==> config.mk <==
export PLATFORM = sky130hd
export DESIGN_NAME = cpmd_dist
export DESIGN_NICKNAME = d
export VERILOG_FILES = /design/src/hw/rtl/cpmd_pkg.sv /design/src/hw/rtl/cpmd_dist.sv
export SDC_FILE = /design/constraint.sdc
export NUM_CORES = 1
export LEC_CHECK = 0
export BUFFER_PORTS_ARGS = -buffer_cell sky130_fd_sc_hd__buf_2
export CORE_MARGIN = 4
export CORE_UTILIZATION = 57
export DETAILED_ROUTE_END_ITERATION = 8
export PLACE_DENSITY = 0.76
export SLEW_MARGIN = 20
export SYNTH_ARGS = -nofsm -noshare
export SYNTH_HDL_FRONTEND = slang
export SYNTH_SLANG_ARGS = --single-unit
==> constraint.sdc <==
create_clock -name i_clk -period 8.7 [get_ports i_clk]
set_clock_uncertainty 0.2 [all_clocks]
set_input_delay 0.87 -clock i_clk [delete_from_list [all_inputs] [get_ports i_clk]]
set_output_delay 0.87 -clock i_clk [all_outputs]
set_load 0.05 [all_outputs]
==> src/hw/rtl/cpmd_pkg.sv <==
// shared constants and types for the closest pair minimum distance block
// used by cpmd_dist and closest_pair_min_distance_top; no dependencies
package cpmd_pkg;

    localparam int MAX_POINTS = 1024;
    localparam int IDX_W      = $clog2(MAX_POINTS);
    localparam int CNT_W      = $clog2(MAX_POINTS + 1);
    localparam int COORD_W    = 16;
    localparam int POINT_W    = 2 * COORD_W;
    localparam int SQ_W       = 2 * COORD_W;
    localparam int SUM_W      = SQ_W + 1;
    localparam int DIST_W     = 34;
    localparam int OUT_W      = 33;

    typedef enum logic [2:0] {
        S_LOAD,
        S_RD_I,
        S_LAT_I,
        S_DIFF,
        S_SQ_X,
        S_SQ_Y,
        S_CMP,
        S_DONE
    } t_state;

    typedef struct packed {
        logic clr;
        logic diff_en;
        logic sq_x_en;
        logic sq_y_en;
        logic cmp_en;
    } t_dist_ctrl;

endpackage

==> src/hw/rtl/cpmd_dist.sv <==
// squared distance datapath with one shared squaring multiplier and running minimum
// depends on cpmd_pkg
module cpmd_dist (
    input  logic                              i_clk,
    input  logic                              i_rst_n,
    input  cpmd_pkg::t_dist_ctrl              i_ctrl,
    input  logic [cpmd_pkg::POINT_W-1:0]      i_pt_a,
    input  logic [cpmd_pkg::POINT_W-1:0]      i_pt_b,
    output logic [cpmd_pkg::DIST_W-1:0]       o_best
);

    localparam int CW = cpmd_pkg::COORD_W;

    logic [CW-1:0]                 r_abs_x;
    logic [CW-1:0]                 r_abs_y;
    logic [cpmd_pkg::SQ_W-1:0]     r_sq_x;
    logic [cpmd_pkg::SUM_W-1:0]    r_dist;
    logic [cpmd_pkg::DIST_W-1:0]   r_best;

    logic signed [CW:0]            w_dx;
    logic signed [CW:0]            w_dy;
    logic [CW:0]                   w_ax;
    logic [CW:0]                   w_ay;
    logic [CW-1:0]                 w_op;
    logic [cpmd_pkg::SQ_W-1:0]     w_prod;

    // x in the low half, y in the high half
    assign w_dx = $signed({i_pt_a[CW-1], i_pt_a[CW-1:0]})
                - $signed({i_pt_b[CW-1], i_pt_b[CW-1:0]});
    assign w_dy = $signed({i_pt_a[2*CW-1], i_pt_a[2*CW-1:CW]})
                - $signed({i_pt_b[2*CW-1], i_pt_b[2*CW-1:CW]});
    assign w_ax = w_dx[CW] ? (CW+1)'(-w_dx) : (CW+1)'(w_dx);
    assign w_ay = w_dy[CW] ? (CW+1)'(-w_dy) : (CW+1)'(w_dy);

    // shared multiplier squares x then y
    assign w_op   = i_ctrl.sq_y_en ? r_abs_y : r_abs_x;
    assign w_prod = w_op * w_op;

    always_ff @(posedge i_clk) begin
        if (i_ctrl.diff_en) begin
            r_abs_x <= w_ax[CW-1:0];
            r_abs_y <= w_ay[CW-1:0];
        end
        if (i_ctrl.sq_x_en) begin
            r_sq_x <= w_prod;
        end
        if (i_ctrl.sq_y_en) begin
            r_dist <= {1'b0, r_sq_x} + {1'b0, w_prod};
        end
    end

    always_ff @(posedge i_clk) begin
        if (!i_rst_n) begin
            r_best <= '1;
        end else if (i_ctrl.clr) begin
            r_best <= '1;
        end else if (i_ctrl.cmp_en && ({1'b0, r_dist} < r_best)) begin
            r_best <= {1'b0, r_dist};
        end
    end

    assign o_best = r_best;

endmodule

==> results of run 1 <==
==> synthesized netlist by cell type (16+ instances only) <==
cell type and number:
nand2_1 130, ha_1 195, a21oi_1 82, xnor2_1 71, a21o_1 46, edfxtp_1 96, xor2_1 30, o21ai_0 42
nand3_1 17, nor3_1 29, o21a_1 16, dfxtp_1 34, o211ai_1 33, nor2_1 137, clkbuf_1 29, fa_1 163
inv_1 323
==> sequential cells by signal, summed over array words and instances, names as in the netlist <==
register  count
r_abs_y      16
r_sq_x       31
r_dist       33
o_best       34
r_abs_x      16
==> placed cells by master, fill, tap and decap left out, types with 34 or more instances in the layout <==
cell type / synthesis / routed
a21o_1: 46 / 46
a21oi_1: 82 / 76
buf_2: 2 / 103
buf_4: 0 / 151
dfxtp_1: 34 / 34
edfxtp_1: 96 / 96
fa_1: 163 / 163
ha_1: 195 / 192
inv_1: 323 / 320
nand2_1: 130 / 129
nor2_1: 137 / 136
o21ai_0: 42 / 37
xnor2_1: 71 / 69
==> repair_timing <==
action / 4_1_cts / 5_1_grt
pin swaps: 0 / 23
setup endpoints to repair: 3 / 10
setup buffers: 0 / 3
gates resized for setup: 1 / 45
==> metrics by stage <==
step | worst slack [ps] | utilization, % | instance area (sq um) | instances
final | 268 | 68.1 | 18300 | 2260
after CTS | 29.1 | 67.3 | 18100 | 2256
after global routing | -32.7 | 68.1 | 18300 | 2260
after detailed placement | -376 | 65.2 | 17500 | 2224
after global placement | -258 | 65.2 | 17500 | 2224
after floorplan | 2.75 | - | 15500 | 1660
==> final timing paths <==
| check | from | end | slack [ps] |
|---|---|---|---|
| max | i_ctrl[1] | r_dist[31]$_DFFE_PP_ | 270 |
| min | r_dist[0]$_DFFE_PP_ | o_best[0]$_SDFFE_PP1P_ | 300 |
| max reg2reg | r_abs_x[10]$_DFFE_PP_ | r_dist[31]$_DFFE_PP_ | 560 |
| min reg2reg | r_dist[0]$_DFFE_PP_ | o_best[0]$_SDFFE_PP1P_ | 300 |
==> kinds of logic (layout without fill, tap and decap cells) <==
logic type,Yosys count,in the layout
AOI/OAI and AO/OA,309,309
DFF,130,130
adders and majority gates,358,358
buffers and inverters,361,620
and+or+nand+nor,376,376
xor gates and xnor gates,101,101
muxes,25,25
==> critical path: cells and delay by family <==
kind | cells | cell delay, ps
mux | 1 | 290
fa+ha+maj | 8 | 3630
compound gates | 4 | 540
buf+inv | 8 | 880
xor+xnor | 2 | 230
simple gates | 9 | 1990
==> routing by layer <==
metal  track usage, %  vias up  share of wire (%)
met5                0        -                  0
met4             8.18        0                3.3
met3             4.37       66                4.6
met2             41.1      289                 51
met1             28.5     5938                 41
li1                 -     6040                  -
==> final cells by class <==
class	count	area, sq um	area share, %
Multi-Input combinational cell	1169	10800	59.0
Tap cell	341	427	2.33
Clock buffer	17	425	2.32
Sequential cell	130	3560	19.5
Clock inverter	15	135	0.738
Timing Repair Buffer	260	1720	9.38
Inverter	328	1240	6.76
==> run_results.csv, run 1 <==
group,metric,value,unit
critical_path,cp_slowest_cell,"fa_1",
cts,clk_latency,430,ps
cts,tritoncts,"built",
logic_synthesis,synth-seq-cells,130,
die,io_pins,105,
sta,fin_crit,8430,ps
detailed_routing,drc,0,
logic_synthesis,synth-edff-count,96,
sta,maxSlewHeadroom,50.6,%
detailed_routing,wire_per_inst,15.2,um
logic_synthesis,yosys_warnings,0,
cts,cts_sinks,130,
global_routing,grt_usage,23.2,%
sta,fin_tns_setup,0,ps
critical_path,crit_type,"primary input to register",
logic_synthesis,yosysUniqueCellTypes,68,
critical_path,cp.required,8680,ps
placed_design,place.gp.congestion,0.938,
critical_path,arrival,8410,ps
critical_path,max_stage_delay,540,ps
logic_synthesis,syn-num-nets,2089,
sta,setup_viol_count_final,0,
cts,root_buffer,"clkbuf_16",
critical_path,critPathLaunchType,"primary input",
detailed_routing,num_vias,12300,
die,initial_core_util,57.7,%
logic_synthesis,ys_seq_area_share,23.0,%
status,status,"complete, no violations",
detailed_routing,drt_iter0_markers,444,
critical_path,cp-end-kind,"register",
die,core_area,26900,sq um
sta,hold_ws,299,ps
logic_synthesis,synthMuxAreaShare,1.71,%
die,design.die.area,29900,sq um
logic_synthesis,yosys.area_share.simple,10.7,%
global_routing,antenna_found_initial,0,
logic_synthesis,synthAdderAreaFrac,36.8,%
global_routing,grt_pass1_wl,58.0,mm
global_routing,grt_pass1_vias,12600,
sta,min_period_over_period,96.9,%
final_layout,nNetsFinal,2335,
global_routing,grt_max_degree,66,
final_layout,drive_above_1_share,18.4,%
die,dieHeight,173,um
critical_path,cpMostUsedCell,"fa_1",
final_layout,syn_to_final_growth,18.1,%
final_layout,antenna_cells,0,
sta,finalHoldViolations,0,
logic_synthesis,postSynthCellCount,1660,
min_path,hold_class,"register to register",
logic_synthesis,synth_top_area_share,21.0,%
placed_design,dpl.hpwl,28.6,mm
cts,clockBufferDepth,2,
logic_synthesis,syn_area_per_cell,9.34,sq um
logic_synthesis,synth_top_family_by_area,"adder cells",
detailed_routing,ant_nets,0,
detailed_routing,vias_per_cell,5.46,
sta,slew_violations,0,
min_path,hold_depth,2,
placed_design,portBuffers,104,
critical_path,ff2ff_path_depth,29,
detailed_routing,first_pass_iters,5,
logic_synthesis,synthTopCellsByArea,"fa_1 (21%), edfxtp_1 (19%), ha_1 (16%), inv_1 (7.8%), dfxtp_1 (4.4%)",
run,drv_cap,0,
logic_synthesis,yosys.area.top_type,"fa_1",
logic_synthesis,synth_xor_area_share,5.70,%
cts,clk_pin_slew,70,ps
cts,cts_buffers,17,
sta,fmax,0.119,GHz
logic_synthesis,synth_compound_area_share,13.4,%
cts,htreeDepth,4,
sta,worst_pin_slew,739,ps
logic_synthesis,ys_async_sr_fraction,0,%
logic_synthesis,synthesis.area,15500,sq um
final_layout,fillers,2068,
logic_synthesis,synth_ff_type,"edfxtp_1",
global_routing,gr-total-overflow,0,
die,die-width,173,um
detailed_routing,totalWireLength,34.4,mm
cts,hold_buffers,0,
die,rows,60,
critical_path,worstPathMaxFanout,5,
Power of run 1 is left out: the tool's default activity adds up to more than one toggle a clock period on the data nets, which glitch-free logic cannot reach.
==> inputs of run 2 (changes only) <==
- REMOVE_ABC_BUFFERS: not set -> 1
==> run_results.csv, run 2 (synthesis results as in run 1) <==
group,metric,value,unit
sta,worst_pin_slew,702,ps
critical_path,max_stage_delay,550,ps
final_layout,multi_input_area,10900,sq um
final_layout,syn_to_final_growth,19.7,%
die,initial_core_util,57.7,%
sta,fmax,0.117,GHz
die,io_pins,105,
final_layout,nNetsFinal,2350,
final_layout,instances_no_fill,2275,
detailed_routing,wire_per_inst,15.4,um
sta,maxSlewHeadroom,52.3,%
sta,finalWorstSetupSlack,155,ps
status,status,"complete, no violations",
global_routing,antenna_found_initial,0,
global_routing,grt_pass1_vias,12700,
critical_path,cpMostUsedCell,"fa_1",
final_layout,largest_reg_flops,34,
critical_path,crit_type,"primary input to register",
critical_path,crit-reg2reg-launch,"r_abs_x[10]$_DFFE_PP_",
cts,root_buffer,"clkbuf_16",
final_layout,final_core_util,69.1,%
final_layout,drive_above_1_share,20.0,%
sta,setup_viol_count_final,0,
final_layout,layout_commonest_cell,"inv_1",
critical_path,worstPathMaxFanout,7,
placed_design,place.gp.congestion,0.952,
die,die-width,173,um
final_layout,antenna_cells,0,
cts,htreeDepth,4,
detailed_routing,first_pass_iters,5,
final_layout,seqCellArea,3560,sq um
run,drv_cap,0,
critical_path,ff2ff_path_depth,30,
sta,finalHoldViolations,0,
critical_path,r2r_end,"r_dist[32]$_DFFE_PP_",
min_path,hold_depth,2,
sta,fin_crit,8540,ps
detailed_routing,vias_per_cell,5.46,
die,core_area,26900,sq um
sta,fin_tns_setup,0,ps
detailed_routing,drt_iter0_markers,557,
critical_path,critPathLaunchType,"primary input",
min_path,hold_class,"register to register",
global_routing,grt_max_degree,48,
detailed_routing,drc,0,
cts,clk_latency,430,ps
critical_path,cp_slowest_cell,"fa_1",
die,dieHeight,173,um
cts,cts_buffers,17,
placed_design,placed_cells,2235,
min_path,worstHoldEndpoint,"o_best[0]$_SDFFE_PP1P_",
placed_design,dpl.hpwl,28.3,mm
placed_design,place_ws,-587,ps
critical_path,r2r_slack,420,ps
cts,tritoncts,"built",
final_layout,layout_common_cells,"inv_1 (318), ha_1 (192), buf_4 (161), fa_1 (160), nor2_1 (130)",
critical_path,cp-end-kind,"register",
critical_path,arrival,8520,ps
cts,hold_buffers,0,
detailed_routing,totalWireLength,35.0,mm
cts,clockBufferDepth,2,
placed_design,portBuffers,104,
sta,slew_violations,0,
detailed_routing,num_vias,12400,
critical_path,cp.required,8670,ps
detailed_routing,ant_nets,0,
global_routing,grt_usage,23.1,%
cts,cts_sinks,130,
die,design.die.area,29900,sq um
global_routing,grt_pass1_wl,57.9,mm
die,rows,60,
global_routing,gr-total-overflow,0,
cts,clk_pin_slew,70,ps
min_path,min_from,"r_dist[0]$_DFFE_PP_",
sta,min_period_over_period,98.2,%
final_layout,fillers,1988,
==> run 2: worst max-delay path by stage <==
stage               startpoint                   end  slack (ps)
floorplan            i_ctrl[1]  r_dist[31]$_DFFE_PP_        -180
detailed placement   i_ctrl[1]  r_dist[32]$_DFFE_PP_        -590
CTS                  i_ctrl[1]  r_dist[32]$_DFFE_PP_          10
global route         i_ctrl[1]  r_dist[32]$_DFFE_PP_        -160
finish               i_ctrl[1]  r_dist[32]$_DFFE_PP_         160
global placement     i_ctrl[1]  r_dist[31]$_DFFE_PP_        -310
==> run 2: repair_timing <==
| action | 4_1_cts | 5_1_grt |
|---|---|---|
| endpoints found under the setup margin | 4 | 9 |
| buffers inserted | 1 | 7 |
| pin swaps | 3 | 31 |
| gates resized for setup | 12 | 70 |
==> run 2: critical path, delay by kind of cell <==
kind	cells	cell delay, ps
AO/OA/AOI/OAI	5	750
XOR/XNOR	1	170
adder cells (fa/ha/maj)	8	3370
buffers and inverters	11	1150
multiplexers	1	270
AND/OR/NAND/NOR	9	1900
==> run 2: area by class of cell <==
type                    instances  share of cell area (%)
clock buffers                  17                    2.29
clock inverters                15                   0.748
inverters                     328                    6.67
multi-input cells            1169                    58.7
well taps                     341                    2.30
flip-flops and latches        130                    19.2
repair buffers                275                    10.1
==> run 2: routing by layer <==
layer / wire, um / vias up / track usage (%)
li1: - / 6076 / -
met1: 14500 / 5903 / 28.5
met2: 17500 / 346 / 41.0
met3: 1720 / 86 / 3.48
met4: 1230 / 0 / 9.31
met5: 0 / - / 0
==> run 2: through the flow <==
stage | area [sq um] | hold slack [ps]
after CTS | 18200 | 311
after floorplan | 15400 | 256
after detailed placement | 17600 | 296
after global placement | 17600 | 282
final | 18600 | 308
after global routing | 18600 | 324
Power of run 2 is left out for the same reason.
==> inputs of run 3 (changes only) <==
- CORE_UTILIZATION: 57 -> 63
- PLACE_DENSITY: 0.76 -> 0.8
- SETUP_SLACK_MARGIN: not set -> 0.5
- clock period: 8.7 -> 8.2 ns (I/O delays scaled with it)
==> run_results.csv, run 3 (synthesis results as in run 1) <==
group,metric,value,unit
status,status,"complete, but fails checks",
status,violations,"setup timing",
critical_path,r2r_slack,-420,ps
final_layout,final_cell_area,20000,sq um
detailed_routing,wl_met2,24.6,mm
final_layout,drive_above_1_share,28.7,%
critical_path,worstPathMaxFanout,6,
sta,fmax,0.115,GHz
critical_path,ff2ff_path_depth,28,
min_path,worstHoldEndpoint,"o_best[0]$_SDFFE_PP1P_",
die,rows,57,
sta,worst_pin_slew,1060,ps
critical_path,cp_slowest_cell,"fa_1",
sta,min_period_over_period,106,%
global_routing,grt_pass1_vias,14200,
placed_design,portBuffers,104,
cts,clk_pin_slew,70,ps
sta,maxSlewHeadroom,29.3,%
critical_path,cp.required,8190,ps
critical_path,crit_type,"primary input to register",
cts,tritoncts,"built",
final_layout,fillers,1249,
placed_design,dpl.hpwl,29.7,mm
die,dieHeight,165,um
run,drv_cap,0,
sta,slew_violations,0,
detailed_routing,wire_per_inst,20.7,um
global_routing,gr-total-overflow,0,
detailed_routing,vias_per_cell,6.06,
cts,hold_buffers,0,
sta,fin_crit,8720,ps
detailed_routing,top_layer,"met5",
placed_design,dpl_cell_area,17900,sq um
global_routing,grt_usage,32.1,%
critical_path,r2r_end,"r_dist[31]$_DFFE_PP_",
global_routing,grt_max_degree,48,
critical_path,cp-end-kind,"register",
detailed_routing,drc,0,
global_routing,antenna_found_initial,0,
placed_design,place_ws,-1100,ps
critical_path,arrival,8710,ps
die,io_pins,105,
cts,cts_buffers,17,
critical_path,crit-reg2reg-launch,"r_abs_x[3]$_DFFE_PP_",
min_path,min_from,"r_dist[0]$_DFFE_PP_",
cts,htreeDepth,4,
sta,rsz0062_at_grt,"true",
detailed_routing,num_vias,14300,
min_path,hold_depth,2,
cts,clockBufferDepth,2,
detailed_routing,first_pass_iters,6,
placed_design,place.gp.congestion,0.931,
sta,finalHoldViolations,0,
min_path,hold_class,"register to register",
detailed_routing,totalWireLength,48.6,mm
critical_path,critPathLaunchType,"primary input",
global_routing,grt_pass1_wl,68.9,mm
final_layout,largest_reg_flops,34,
final_layout,layout_commonest_cell,"inv_1",
detailed_routing,wl_met1,16.7,mm
die,design.die.area,27200,sq um
die,die-width,165,um
sta,finalWorstSetupSlack,-521,ps
cts,clk_latency,450,ps
detailed_routing,drt_iter0_markers,1206,
final_layout,layout_common_cells,"inv_1 (300), buf_4 (233), ha_1 (176), fa_1 (153), nor2_1 (124)",
die,initial_core_util,64.0,%
critical_path,max_stage_delay,720,ps
critical_path,cpMostUsedCell,"fa_1",
die,core_area,24200,sq um
final_layout,syn_to_final_growth,28.9,%
cts,root_buffer,"clkbuf_16",
detailed_routing,wl_met3,3.31,mm
sta,setup_viol_count_final,10,
final_layout,antenna_cells,0,
final_layout,nNetsFinal,2445,
detailed_routing,ant_nets,0,
cts,cts_sinks,130,
-- run 3: final cells by class --
class                      count  area [sq um]  area share, %
inverter                     328          1250           6.23
sequential                   130          3560           17.8
tap                          324           405           2.03
timing repair buffer         370          2750           13.7
clock inverter                15           159          0.795
multi-input combinational   1169         11500           57.3
clock buffer                  17           425           2.13
-- run 3: how the worst max path moves through the flow --
stage	end	cells after the start	slack, ps	from
2_1_floorplan	r_dist[31]$_DFFE_PP_	26	-630	i_ctrl[1]
3_5_place_dp	r_dist[32]$_DFFE_PP_	35	-1100	i_ctrl[1]
3_3_place_gp	r_dist[31]$_DFFE_PP_	32	-760	i_ctrl[1]
5_1_grt	r_dist[31]$_DFFE_PP_	30	-730	i_ctrl[1]
6_report	r_dist[31]$_DFFE_PP_	30	-520	i_ctrl[1]
4_1_cts	r_dist[29]$_DFFE_PP_	31	180	i_ctrl[1]
-- run 3: critical path: cells and delay by family --
kind | cells | cell delay, ps
adder cells (fa/ha/maj) | 8 | 3840
AO/OA/AOI/OAI | 7 | 1390
AND/OR/NAND/NOR | 4 | 1040
buffers and inverters | 8 | 990
multiplexers | 1 | 320
XOR/XNOR | 2 | 270
-- run 3: per-layer routing --
metal	vias up	global-route usage, %
met2	904	59.7
li1	6261	-
met1	6781	34.9
met3	312	4.42
met4	2	18.0
met5	-	0
-- run 3: repair_timing --
action,CTS,global route
buffers inserted,33,23
cloned,1,0
endpoints found under the setup margin,20,18
pin swaps,127,70
resized for setup,181,59
-- run 3: through the flow --
step / TNS [ps] / util, % / hold WS (ps) / std cells
final: -4040 / 82.5 / 294 / 2353
after global placement: -6440 / 73.9 / 267 / 2264
after global routing: -6110 / 82.5 / 328 / 2353
after floorplan: -4830 / - / 256 / 1627
after CTS: 0 / 80.3 / 304 / 2330
after detailed placement: -11430 / 73.9 / 287 / 2264
Power of run 3 is left out for the same reason.
